[src/rtl/core/sha224_pkg.sv]
// SHA-224 package: round constants, initial hash values, shared types.
// No dependencies.
`default_nettype none
package sha224_pkg;
  localparam int unsigned QueueDepth = 4;

  typedef struct packed {
    logic [7:0] data_byte;
    logic       byte_valid;
    logic       end_of_message;
  } item_t;

  function automatic logic [31:0] iv_word(input logic [2:0] idx);
    logic [31:0] r;
    case (idx)
      3'd0: r = 32'hc1059ed8;
      3'd1: r = 32'h367cd507;
      3'd2: r = 32'h3070dd17;
      3'd3: r = 32'hf70e5939;
      3'd4: r = 32'hffc00b31;
      3'd5: r = 32'h68581511;
      3'd6: r = 32'h64f98fa7;
      default: r = 32'hbefa4fa4;
    endcase
    return r;
  endfunction

  localparam logic [31:0] RoundK [64] = '{
    32'h428a2f98, 32'h71374491, 32'hb5c0fbcf, 32'he9b5dba5,
    32'h3956c25b, 32'h59f111f1, 32'h923f82a4, 32'hab1c5ed5,
    32'hd807aa98, 32'h12835b01, 32'h243185be, 32'h550c7dc3,
    32'h72be5d74, 32'h80deb1fe, 32'h9bdc06a7, 32'hc19bf174,
    32'he49b69c1, 32'hefbe4786, 32'h0fc19dc6, 32'h240ca1cc,
    32'h2de92c6f, 32'h4a7484aa, 32'h5cb0a9dc, 32'h76f988da,
    32'h983e5152, 32'ha831c66d, 32'hb00327c8, 32'hbf597fc7,
    32'hc6e00bf3, 32'hd5a79147, 32'h06ca6351, 32'h14292967,
    32'h27b70a85, 32'h2e1b2138, 32'h4d2c6dfc, 32'h53380d13,
    32'h650a7354, 32'h766a0abb, 32'h81c2c92e, 32'h92722c85,
    32'ha2bfe8a1, 32'ha81a664b, 32'hc24b8b70, 32'hc76c51a3,
    32'hd192e819, 32'hd6990624, 32'hf40e3585, 32'h106aa070,
    32'h19a4c116, 32'h1e376c08, 32'h2748774c, 32'h34b0bcb5,
    32'h391c0cb3, 32'h4ed8aa4a, 32'h5b9cca4f, 32'h682e6ff3,
    32'h748f82ee, 32'h78a5636f, 32'h84c87814, 32'h8cc70208,
    32'h90befffa, 32'ha4506ceb, 32'hbef9a3f7, 32'hc67178f2
  };

  function automatic logic [31:0] rotr(input logic [31:0] v, input int unsigned n);
    return (v >> n) | (v << (32 - n));
  endfunction
endpackage
`default_nettype wire

[src/rtl/core/sha224_queue.sv]
// Small FIFO between the input front end and the hashing back end.
// Uses sha224_pkg::item_t.
`default_nettype none
module sha224_queue #(
  parameter int unsigned Depth = sha224_pkg::QueueDepth
) (
  input  wire                 clk_i,
  input  wire                 rst_ni,
  input  wire                 push_i,
  input  sha224_pkg::item_t   push_data_i,
  output logic                full_o,
  input  wire                 pop_i,
  output sha224_pkg::item_t   pop_data_o,
  output logic                empty_o
);
  localparam int unsigned AW = (Depth > 1) ? $clog2(Depth) : 1;
  sha224_pkg::item_t mem_q [Depth];
  logic [AW-1:0] wr_q, rd_q;
  logic [AW:0]   cnt_q;

  assign full_o     = (cnt_q == (AW+1)'(Depth));
  assign empty_o    = (cnt_q == '0);
  assign pop_data_o = mem_q[rd_q];

  always_ff @(posedge clk_i) begin
    if (push_i) mem_q[wr_q] <= push_data_i;
  end

  always_ff @(posedge clk_i or negedge rst_ni) begin
    if (!rst_ni) begin
      wr_q <= '0;
      rd_q <= '0;
      cnt_q <= '0;
    end else begin
      if (push_i) wr_q <= (wr_q == AW'(Depth - 1)) ? '0 : wr_q + 1'b1;
      if (pop_i) rd_q <= (rd_q == AW'(Depth - 1)) ? '0 : rd_q + 1'b1;
      cnt_q <= cnt_q + (AW+1)'(push_i) - (AW+1)'(pop_i);
    end
  end
endmodule
`default_nettype wire

[src/rtl/core/sha224_engine.sv]
// Back end: block assembly, padding, 64-round compression, digest output.
// Uses sha224_pkg.
`default_nettype none
module sha224_engine (
  input  wire                clk_i,
  input  wire                rst_ni,
  input  wire                item_valid_i,
  input  sha224_pkg::item_t  item_i,
  output logic               item_pop_o,
  output logic               out_valid_o,
  input  wire                out_stall_i,
  output logic [31:0]        digest_word_o,
  output logic [2:0]         word_number_o,
  output logic               last_word_o
);
  typedef enum logic [2:0] {
    StIdle, StPadFill, StRound, StAdd, StEmit
  } state_e;

  state_e       state_q;
  logic [31:0]  h_q [8];
  logic [31:0]  v_q [8];
  logic [31:0]  w_q [16];
  logic [5:0]   fill_q;
  logic [60:0]  count_q;
  logic [5:0]   round_q;
  logic         fin_q;    // finishing: padding already has its 0x80
  logic         end_q;    // message end pending behind the current block
  logic         lenblk_q; // current block carries the length
  logic [2:0]   wn_q;

  logic [31:0] t1, t2, s0, s1, wnew, wcur, e, a;
  always_comb begin
    e = v_q[4];
    a = v_q[0];
    wcur = w_q[0];
    s0 = sha224_pkg::rotr(w_q[1], 7) ^ sha224_pkg::rotr(w_q[1], 18) ^ (w_q[1] >> 3);
    s1 = sha224_pkg::rotr(w_q[14], 17) ^ sha224_pkg::rotr(w_q[14], 19)
       ^ (w_q[14] >> 10);
    wnew = w_q[0] + s0 + w_q[9] + s1;
    t1 = v_q[7] + (sha224_pkg::rotr(e, 6) ^ sha224_pkg::rotr(e, 11)
       ^ sha224_pkg::rotr(e, 25)) + ((e & v_q[5]) ^ (~e & v_q[6]))
       + sha224_pkg::RoundK[round_q] + wcur;
    t2 = (sha224_pkg::rotr(a, 2) ^ sha224_pkg::rotr(a, 13) ^ sha224_pkg::rotr(a, 22))
       + ((a & v_q[1]) ^ (a & v_q[2]) ^ (v_q[1] & v_q[2]));
  end

  assign item_pop_o    = (state_q == StIdle) && item_valid_i;
  assign out_valid_o   = (state_q == StEmit);
  assign digest_word_o = h_q[wn_q];
  assign word_number_o = wn_q;
  assign last_word_o   = (wn_q == 3'd6);

  // word buffer with one byte written at fill_q: message byte or padding byte
  logic [31:0] wn [16];
  logic        put_en;
  logic [7:0]  put_val;
  always_comb begin
    put_en  = (state_q == StIdle) ? item_i.byte_valid : 1'b1;
    put_val = (state_q == StIdle) ? item_i.data_byte : (fin_q ? 8'h00 : 8'h80);
    for (int i = 0; i < 16; i++) wn[i] = w_q[i];
    if (put_en) begin
      case (fill_q[1:0])
        2'd0: wn[fill_q[5:2]][31:24] = put_val;
        2'd1: wn[fill_q[5:2]][23:16] = put_val;
        2'd2: wn[fill_q[5:2]][15:8] = put_val;
        default: wn[fill_q[5:2]][7:0] = put_val;
      endcase
    end
  end

  always_ff @(posedge clk_i or negedge rst_ni) begin
    if (!rst_ni) begin
      state_q <= StIdle;
      for (int i = 0; i < 8; i++) h_q[i] <= sha224_pkg::iv_word(3'(i));
      for (int i = 0; i < 8; i++) v_q[i] <= '0;
      for (int i = 0; i < 16; i++) w_q[i] <= '0;
      fill_q <= '0;
      count_q <= '0;
      round_q <= '0;
      fin_q <= 1'b0;
      end_q <= 1'b0;
      lenblk_q <= 1'b0;
      wn_q <= '0;
    end else begin
      case (state_q)
        StIdle: begin
          if (item_valid_i) begin
            for (int i = 0; i < 16; i++) w_q[i] <= wn[i];
            if (item_i.byte_valid) begin
              count_q <= count_q + 61'd1;
              fill_q <= fill_q + 6'd1;
            end
            if (item_i.byte_valid && fill_q == 6'd63) begin
              fin_q <= 1'b0;
              end_q <= item_i.end_of_message;
              lenblk_q <= 1'b0;
              round_q <= '0;
              for (int i = 0; i < 8; i++) v_q[i] <= h_q[i];
              state_q <= StRound;
            end else if (item_i.end_of_message) begin
              fin_q <= 1'b0;
              end_q <= 1'b1;
              state_q <= StPadFill;
            end
          end
        end
        StPadFill: begin
          // fill_q marks the next free byte; places 0x80 unless fin_q shows it is already in, then zeros
          if (fin_q && fill_q == 6'd56) begin
            w_q[14] <= count_q[60:29];
            w_q[15] <= {count_q[28:0], 3'b000};
            lenblk_q <= 1'b1;
            round_q <= '0;
            for (int i = 0; i < 8; i++) v_q[i] <= h_q[i];
            fill_q <= '0;
            state_q <= StRound;
          end else begin
            for (int i = 0; i < 16; i++) w_q[i] <= wn[i];
            fin_q <= 1'b1;
            lenblk_q <= 1'b0;
            fill_q <= fill_q + 6'd1;
            // no room for the length: compress this block, length goes in the next
            if (fill_q == 6'd63) begin
              round_q <= '0;
              for (int i = 0; i < 8; i++) v_q[i] <= h_q[i];
              state_q <= StRound;
            end
          end
        end
        StRound: begin
          for (int i = 0; i < 15; i++) w_q[i] <= w_q[i+1];
          w_q[15] <= wnew;
          v_q[7] <= v_q[6];
          v_q[6] <= v_q[5];
          v_q[5] <= e;
          v_q[4] <= v_q[3] + t1;
          v_q[3] <= v_q[2];
          v_q[2] <= v_q[1];
          v_q[1] <= a;
          v_q[0] <= t1 + t2;
          round_q <= round_q + 6'd1;
          if (round_q == 6'd63) state_q <= StAdd;
        end
        StAdd: begin
          for (int i = 0; i < 8; i++) h_q[i] <= h_q[i] + v_q[i];
          fill_q <= '0;
          if (lenblk_q) begin
            wn_q <= '0;
            state_q <= StEmit;
          end else if (end_q) begin
            state_q <= StPadFill;
          end else begin
            state_q <= StIdle;
          end
        end
        StEmit: begin
          if (!out_stall_i) begin
            if (wn_q == 3'd6) begin
              for (int i = 0; i < 8; i++) h_q[i] <= sha224_pkg::iv_word(3'(i));
              count_q <= '0;
              fin_q <= 1'b0;
              end_q <= 1'b0;
              lenblk_q <= 1'b0;
              wn_q <= '0;
              state_q <= StIdle;
            end else begin
              wn_q <= wn_q + 3'd1;
            end
          end
        end
        default: state_q <= StIdle;
      endcase
    end
  end
endmodule
`default_nettype wire

[src/rtl/core/sha224_message_hasher.sv]
// SHA-224 message hasher top level: input queue plus hashing engine.
// Depends on sha224_pkg, sha224_queue, sha224_engine.
//
// Byte items enter a small queue and are taken by the engine one per cycle
// while a block fills. A full block is compressed in the single shared
// round unit (one round per cycle, plus load and feed-forward). Ending a
// message takes padding, one or two compressions, and seven output beats,
// one per cycle unless stalled.
`default_nettype none
module sha224_message_hasher #(
  parameter int unsigned QueueDepth = sha224_pkg::QueueDepth
) (
  input  wire         clk_i,
  input  wire         rst_ni,
  input  wire         in_valid_i,
  output logic        in_stall_o,
  input  wire  [7:0]  data_byte_i,
  input  wire         byte_valid_i,
  input  wire         end_of_message_i,
  output logic        out_valid_o,
  input  wire         out_stall_i,
  output logic [31:0] digest_word_o,
  output logic [2:0]  word_number_o,
  output logic        last_word_o
);
  sha224_pkg::item_t in_item, q_item;
  logic full, empty, pop;

  assign in_item = '{data_byte: data_byte_i, byte_valid: byte_valid_i,
                     end_of_message: end_of_message_i};
  assign in_stall_o = full;

  sha224_queue #(.Depth(QueueDepth)) u_queue (
    .clk_i, .rst_ni,
    .push_i(in_valid_i && !full), .push_data_i(in_item), .full_o(full),
    .pop_i(pop), .pop_data_o(q_item), .empty_o(empty)
  );

  sha224_engine u_engine (
    .clk_i, .rst_ni,
    .item_valid_i(!empty), .item_i(q_item), .item_pop_o(pop),
    .out_valid_o, .out_stall_i, .digest_word_o, .word_number_o, .last_word_o
  );
endmodule
`default_nettype wire
[config.mk]
export PLATFORM = sky130hd
export DESIGN_NAME = sha224_message_hasher
export DESIGN_NICKNAME = d
export VERILOG_FILES = /design/src/rtl/core/sha224_pkg.sv /design/src/rtl/core/sha224_queue.sv /design/src/rtl/core/sha224_engine.sv /design/src/rtl/core/sha224_message_hasher.sv
export SDC_FILE = /design/constraint.sdc
export NUM_CORES = 2
export LEC_CHECK = 0
export BUFFER_PORTS_ARGS = -buffer_cell sky130_fd_sc_hd__buf_4
export CORE_UTILIZATION = 40
export DETAILED_ROUTE_END_ITERATION = 16
export GPL_TIMING_DRIVEN = 0
export PLACE_DENSITY_LB_ADDON = 0.1
export SETUP_SLACK_MARGIN = 0.05
export SYNTH_ARGS = -nofsm -noshare
export SYNTH_HDL_FRONTEND = slang
export SYNTH_SLANG_ARGS = --single-unit
[constraint.sdc]
create_clock -name clk_i -period 18.1 [get_ports clk_i]
set_input_delay 0 -clock clk_i [delete_from_list [all_inputs] [get_ports clk_i]]
set_output_delay 0 -clock clk_i [all_outputs]
set_load 0.005 [all_outputs]
# After elaboration in Yosys (flattened, before gate mapping)
# Memory sizes are Yosys's and may differ from the RTL's.
# Cells that the tools add are included.
# Widths: inputs -> output; s select.
[op_classes] mux=82 add_sub_neg=26 n_lt_le_gt_ge=4 reduce_logical=26 bitwise=30 eq_ne=23
[ops] cell="$pmux 512 s3" n=2
[ops] cell="$bwmux 512" n=4
[ops] cell="$mux 256" n=6
[ops] cell="$mux 512" n=2
[ops] cell="$pmux 256 s3" n=1
[ops] cell="$add 32x32->32" n=18
[ops] cell="$demux 32 s4" n=4
[ops] cell="$pmux 256 s2" n=1
[ops] cell="$mux 448" n=1
[ops] cell="$xor 32x32->32" n=9
[ops] cell="$mux 61" n=4
[ops] cell="$and 32x32->32" n=5
[ops] cell="$mux 32" n=5
[ops] cell="$pmux 61 s2" n=1
[ops] cell="$bmux 32 s3" n=1
[ops] cell="$mux 64" n=1
[ops] cell="$add 61x1->61 const B" n=1
[ops] cell="$mux 6" n=7
[ops] cell="$mux 3" n=12
[ops] cell="$pmux 6 s3" n=2
[ops] cell="$not 32->32" n=1
[ops] cell="$or 10x32->32" n=1
[ops] cell="$or 13x32->32" n=1
[ops] cell="$or 14x32->32" n=1
[ops] cell="other kinds (51)" n=100
[word_totals] mem_bits_ro=2048 ff_bits=1113 n_memories=2 ram_bits=40 output_inout_bits=38
[mem_list] name="(name not given)" words=64 word_bits=32 read_ports=1 rd_ports_with_merged_regs=0 wr=0 line_no="sha224_engine.sv:43" rtl="+ sha224_pkg::RoundK[round_q] + wcur;"
[mem_list] name="u_queue.mem_q" words=4 word_bits=10 read_ports=1 rd_ports_with_merged_regs=0 wr=1 line_no="sha224_queue.sv:17" rtl="sha224_pkg::item_t mem_q [Depth];"

# Depth between registers and ports, before layout
[logic_depth] depth_word=10 mapped_depth=41 ltp_nobuf=39

# Cells and area by module
# A second synthesis with hierarchy kept.
[hier_totals] cells_unflattened=9170 area_unflattened_um2=80503.5
[by_module_without_submodules] mod="sha224_engine" instances=1 area_per_inst_um2=78627.9 cells_each=9080 seq_area_each_um2=27839.2
[by_module_without_submodules] mod="sha224_queue" instances=1 area_per_inst_um2=1858.0 cells_each=88 seq_area_each_um2=1376.3
[by_module_without_submodules] mod="sha224_message_hasher" instances=1 area_per_inst_um2=17.5 cells_each=2 seq_area_each_um2=0.0

# Worst setup path after synthesis
# OpenSTA, ideal clock, no wires.
[synth_path] kind="register -> register" startpoint="reg u_engine.round_q[2]" endpoint="reg u_engine.v_q, in the netlist u_engine.a[28]" t_arrival_ns=8.451 synth_period_minus_slack_ns=8.521 stages_incl_launch_ff=41 t_required_ns=18.030 path_slack_ns=9.579 setup_time_ns=0.070 cell_sequence="dfrtp_1 -> clkinv_1 -> clkbuf_1 -> clkbuf_1 -> ha_1 -> nand2_1 -> nand2_1 -> nor3_1 -> a211oi_1 -> a21oi_1 -> fa_1 -> inv_1 -> fa_1 -> inv_1 -> fa_1 -> inv_1 -> ha_1 -> nor2b_1 -> [... 5 more ...] -> o21ai_0 -> nand2_1 -> a21o_1 -> a21oi_1 -> xnor2_1 -> fa_1 -> ha_1 -> a21oi_1 -> nor2_1 -> o211a_1 -> a211oi_1 -> o21ai_0 -> a31o_2 -> a31oi_1 -> o21ai_0 -> a21o_1 -> a2111o_1 -> nand3_1"
[synth_via] elab_chain_cells=8
[synth_lines] item="start: declaration" line_no="sha224_engine.sv:26" rtl="logic [5:0] round_q;"
[synth_lines] item="start signal: assignment" line_no="sha224_engine.sv:142" rtl="round_q <= round_q + 6'd1;"
[synth_lines] item="$not 6->7 (not written as such)" line_no="sha224_engine.sv:43"
[synth_lines] item="$mem_v2 64x32"
[synth_lines] item="$mux 32 (not written as such) (2 in a row)" line_no="sha224_engine.sv:43"
[synth_lines] item="$add 32x32->32 (2 in a row)" line_no="sha224_engine.sv:43"
[synth_lines] item="$add 32x32->32" line_no="sha224_engine.sv:141" rtl="v_q[0] <= t1 + t2;"
[synth_lines] item="$pmux 256 s3" line_no="sha224_engine.sv:86" rtl="case (state_q)"
[synth_lines] item="end: declaration" line_no="sha224_engine.sv:22" rtl="logic [31:0] v_q [8];"
# No other way between the ends. The select of a mux whose other input is x is not followed.
# A chain may end at the register's enable or synchronous reset.

# Final worst setup path
[layout_path] startpoint="reg u_engine.round_q[2]" endpoint="reg u_engine.v_q, in the netlist u_engine.a[31]"
# The elaborated chain is that of the path after synthesis.

==> flow_metrics.tcl <==
set metrics [dict create \
    status "complete, but fails checks" \
    violations "capacitance limit, slew limit" \
    ctsResizeCount 0 \
    numCtsBuffers 149 \
    synth_ff_type "dfrtp_1" \
    finClkSkew_ns 0.0678 \
    ys_seq_area_share_pct 35.5 \
    min_period_ns 12.47 \
    track_usage_pct 41.3 \
    num_rows 166 \
    synth_area_um2 82300 \
    crit_slowest_cell "xnor2_1" \
    hold_depth 4 \
    root_buffer "clkbuf_16" \
    slew_headroom_pct -8.80 \
    cp.arrival_ns 13.16 \
    yosys.area.top_type "dfrtp_1" \
    grt_max_degree 165 \
    yosysMostFrequentCell "o21ai_0" \
    syn-instance-count 9668 \
    crit_fanout 17 \
    path_buf_inv 5 \
    grt_pass1_vias 77300 \
    cts_tree "built" \
    cts_num_sinks 1153 \
    cpLargestDelayFamily "adder cells" \
    grtUsageMet3_pct 13.7 \
    clk_latency_ns 0.87 \
    synth_warnings 0 \
    synth_common_cells "1228 x o21ai_0, 1107 x nand2_1, 983 x dfrtp_1" \
    min_to "u_engine.state_q[2]$_DFFE_PN0P_" \
    antenna_found_initial 50 \
    fmax_ghz 0.0802 \
    met2_usage_pct 56.7 \
    grt_remaining_overflow 0 \
    start_util_pct 40.2 \
    tightest_slew_ns 1.63 \
    die_h_um 456 \
    first_pass_iters 7 \
    antenna_left 0 \
    drtIter0Drc 12500 \
    post_drt_wl_per_cell_um 34.5 \
    critPathMaxStageDelay_ns 1.08 \
    drc 0 \
    syn_avg_cell_area_um2 8.51 \
    reg2reg_slack_ns 5.63 \
    hp-class "input pin to flop" \
    crit_required_ns 18.79 \
    reg2reg_from "u_engine.round_q[2]$_DFFE_PN0P_" \
    ios 52 \
    synth_seq_cells 1153 \
    die_w_um 456 \
    maxCapViolations 14 \
    core_um2 205000 \
    synth_area_leaders "dfrtp_1 30%, o21ai_0 7.5%, ha_1 6.2%" \
    drt-total-wl_um 440000 \
    end_kind "flop" \
    r2r_end "u_engine.a[31]$_DFFE_PN0P_" \
    gp_congestion 1.07 \
    ys_types 95 \
    hold_viol 0 \
    synth_edf_count 40 \
    io_buffer_count 51 \
    slew_viol_final 126 \
    syn_nets 10300 \
    setup_viol 0 \
    drive_above_1_share_pct 6.57 \
    cts.htree.levels 4 \
    layout_worst_path_cycle_share_pct 68.9 \
    area_growth_pct 12.0 \
    path_common_cell "fa_1" \
    async_flop_share_pct 96.5 \
    worstSetupPathType "flop to flop" \
    die-area_um2 208000 \
    dpl.hpwl_um 339000 \
    vias 83500 \
    fin_tns_setup_ns 0 \
    start_kind "flop" \
    rsz0062_at_grt "false" \
    clk_pin_slew_worst_paths_ns 0.06 \
    clockBufferDepth 3 \
    rr_worst_depth 38 \
    vias_per_cell 6.54 \
    nFillCells 20200 \
    met1_usage_pct 57.6 \
    grt.busiest_layer "met1" \
    nets 10500 \
    yosysTopAreaCellShare_pct 29.9 \
    hold_path_startpoint "out_stall_i" \
    grt_first_pass_wirelength_um 609000 \
]
per-layer routing:
layer	vias to the layer above	share of wire, %
li1	35000	-
met5	-	0.055
met2	5605	40
met3	1047	13
met4	30	5.5
met1	41800	42
worst register-to-register path, delay by kind of cell, from the launching register on:
family	cells	cell delay (ns)
mux	1	0.26
xor+xnor	2	1.37
buf+inv	5	2.00
simple gates	9	1.15
flops	1	0.56
fa+ha+maj	8	3.56
compound gates	13	3.47
layout by cell type, fill, tap and decap left out, types with 40 or more instances in the layout:
cell type  synthesis  routed
clkbuf_16          0     149
edfxtp_1          40      40
mux4_2            77      77
nand3_1          178     178
mux2_2            43      43
and3_1            48      48
nor2_1           939     928
xor2_1           231     230
o22ai_1          210     210
dfrtp_1          983     983
o21ai_0         1228    1227
dfstp_2          130     130
nor2b_1           63      63
a22oi_1          298     298
inv_1            307     307
a21o_1           170     170
o21bai_1          41      41
a31oi_1           60      60
nor3_1           170     167
ha_1             406     406
o21a_1            50      50
o31ai_1           40      40
buf_4              0      51
buf_1             48      47
a21oi_1          804     803
or3_1             48      48
mux2i_1           51      51
xnor2_1          382     374
clkbuf_1         659     669
fa_1             196     196
a32oi_1           54      54
nand2b_1          78      78
nand2_1         1107    1107
worst max path at each step:
stage                                          startpoint                            to  slack, ns  cells past startpoint
after CTS                 u_engine.round_q[2]$_DFFE_PN0P_    u_engine.a[31]$_DFFE_PN0P_       6.05                     39
final                     u_engine.round_q[2]$_DFFE_PN0P_    u_engine.a[31]$_DFFE_PN0P_       5.63                     38
after floorplan           u_engine.round_q[2]$_DFFE_PN0P_    u_engine.a[28]$_DFFE_PN0P_       9.58                     40
after global placement                             rst_ni  u_engine.h_q[81]$_DFFE_PN0P_       2.10                      1
after global routing      u_engine.round_q[3]$_DFFE_PN0P_    u_engine.a[31]$_DFFE_PN0P_       5.34                     40
after detailed placement  u_engine.round_q[2]$_DFFE_PN0P_    u_engine.a[31]$_DFFE_PN0P_       6.07                     39
sequential cells by signal, summed over array words and instances (netlist names), 6 cells and up:
name	flops
u_engine.v_q	192
u_engine.h_q	256
u_engine.round_q	6
u_engine.w_q	480
u_engine.a	32
u_engine.e	32
u_engine.fill_q	6
u_queue.mem_q	40
u_engine.count_q	61
u_engine.wcur	32
kinds of logic (layout without fill, tap and decap cells):
kind of cell               after synthesis  count (layout)  share of synthesized area (%)
AOI/OAI and AO/OA                     3289            3289                           24.0
and+or+nand+nor                       2789            2789                           14.6
DFF                                   1153            1153                           35.5
buffers and inverters                 1020            1392                           4.66
adders and majority gates              628             628                           11.3
xor gates and xnor gates               615             615                           6.58
muxes                                  174             174                           3.41
other                                    0              23                              0
per-stage QoR:
stage	instances	setup slack, ns	hold slack (ns)	util, %	cell area, um^2
3_5_place_dp	12400	6.07	-0.0370	42.4	86700
4_1_cts	12700	6.05	0.115	45.0	92100
3_3_place_gp	12400	2.10	0.202	42.1	86100
2_1_floorplan	9668	9.58	-0.296	-	82300
5_1_grt	12700	5.34	0.210	45.0	92100
6_report	12800	5.63	0.167	45.1	92200
repair_timing:
action | CTS | global route
endpoints found under the hold margin | 475 | 0
endpoints found under the setup margin | 0 | 0
buffers inserted | 0 | 0
hold buffers | 25 | 0
layout make-up:
| class | instances | area [um^2] | share of cell area [%] |
|---|---|---|---|
| Multi-Input combinational cell | 7495 | 49400 | 53.6 |
| Sequential cell | 1153 | 29200 | 31.7 |
| Clock buffer | 209 | 4230 | 4.59 |
| Tap cell | 2688 | 3360 | 3.65 |
| Buffer | 711 | 2710 | 2.94 |
| Inverter | 309 | 1160 | 1.26 |
| Timing Repair Buffer | 100 | 1130 | 1.23 |
| Clock inverter | 63 | 900 | 0.976 |
| Antenna cell | 23 | 57.6 | 0.0624 |
Power is not shown: default switching activity piles up to over one toggle a cycle in this logic, so the estimate is an artifact.
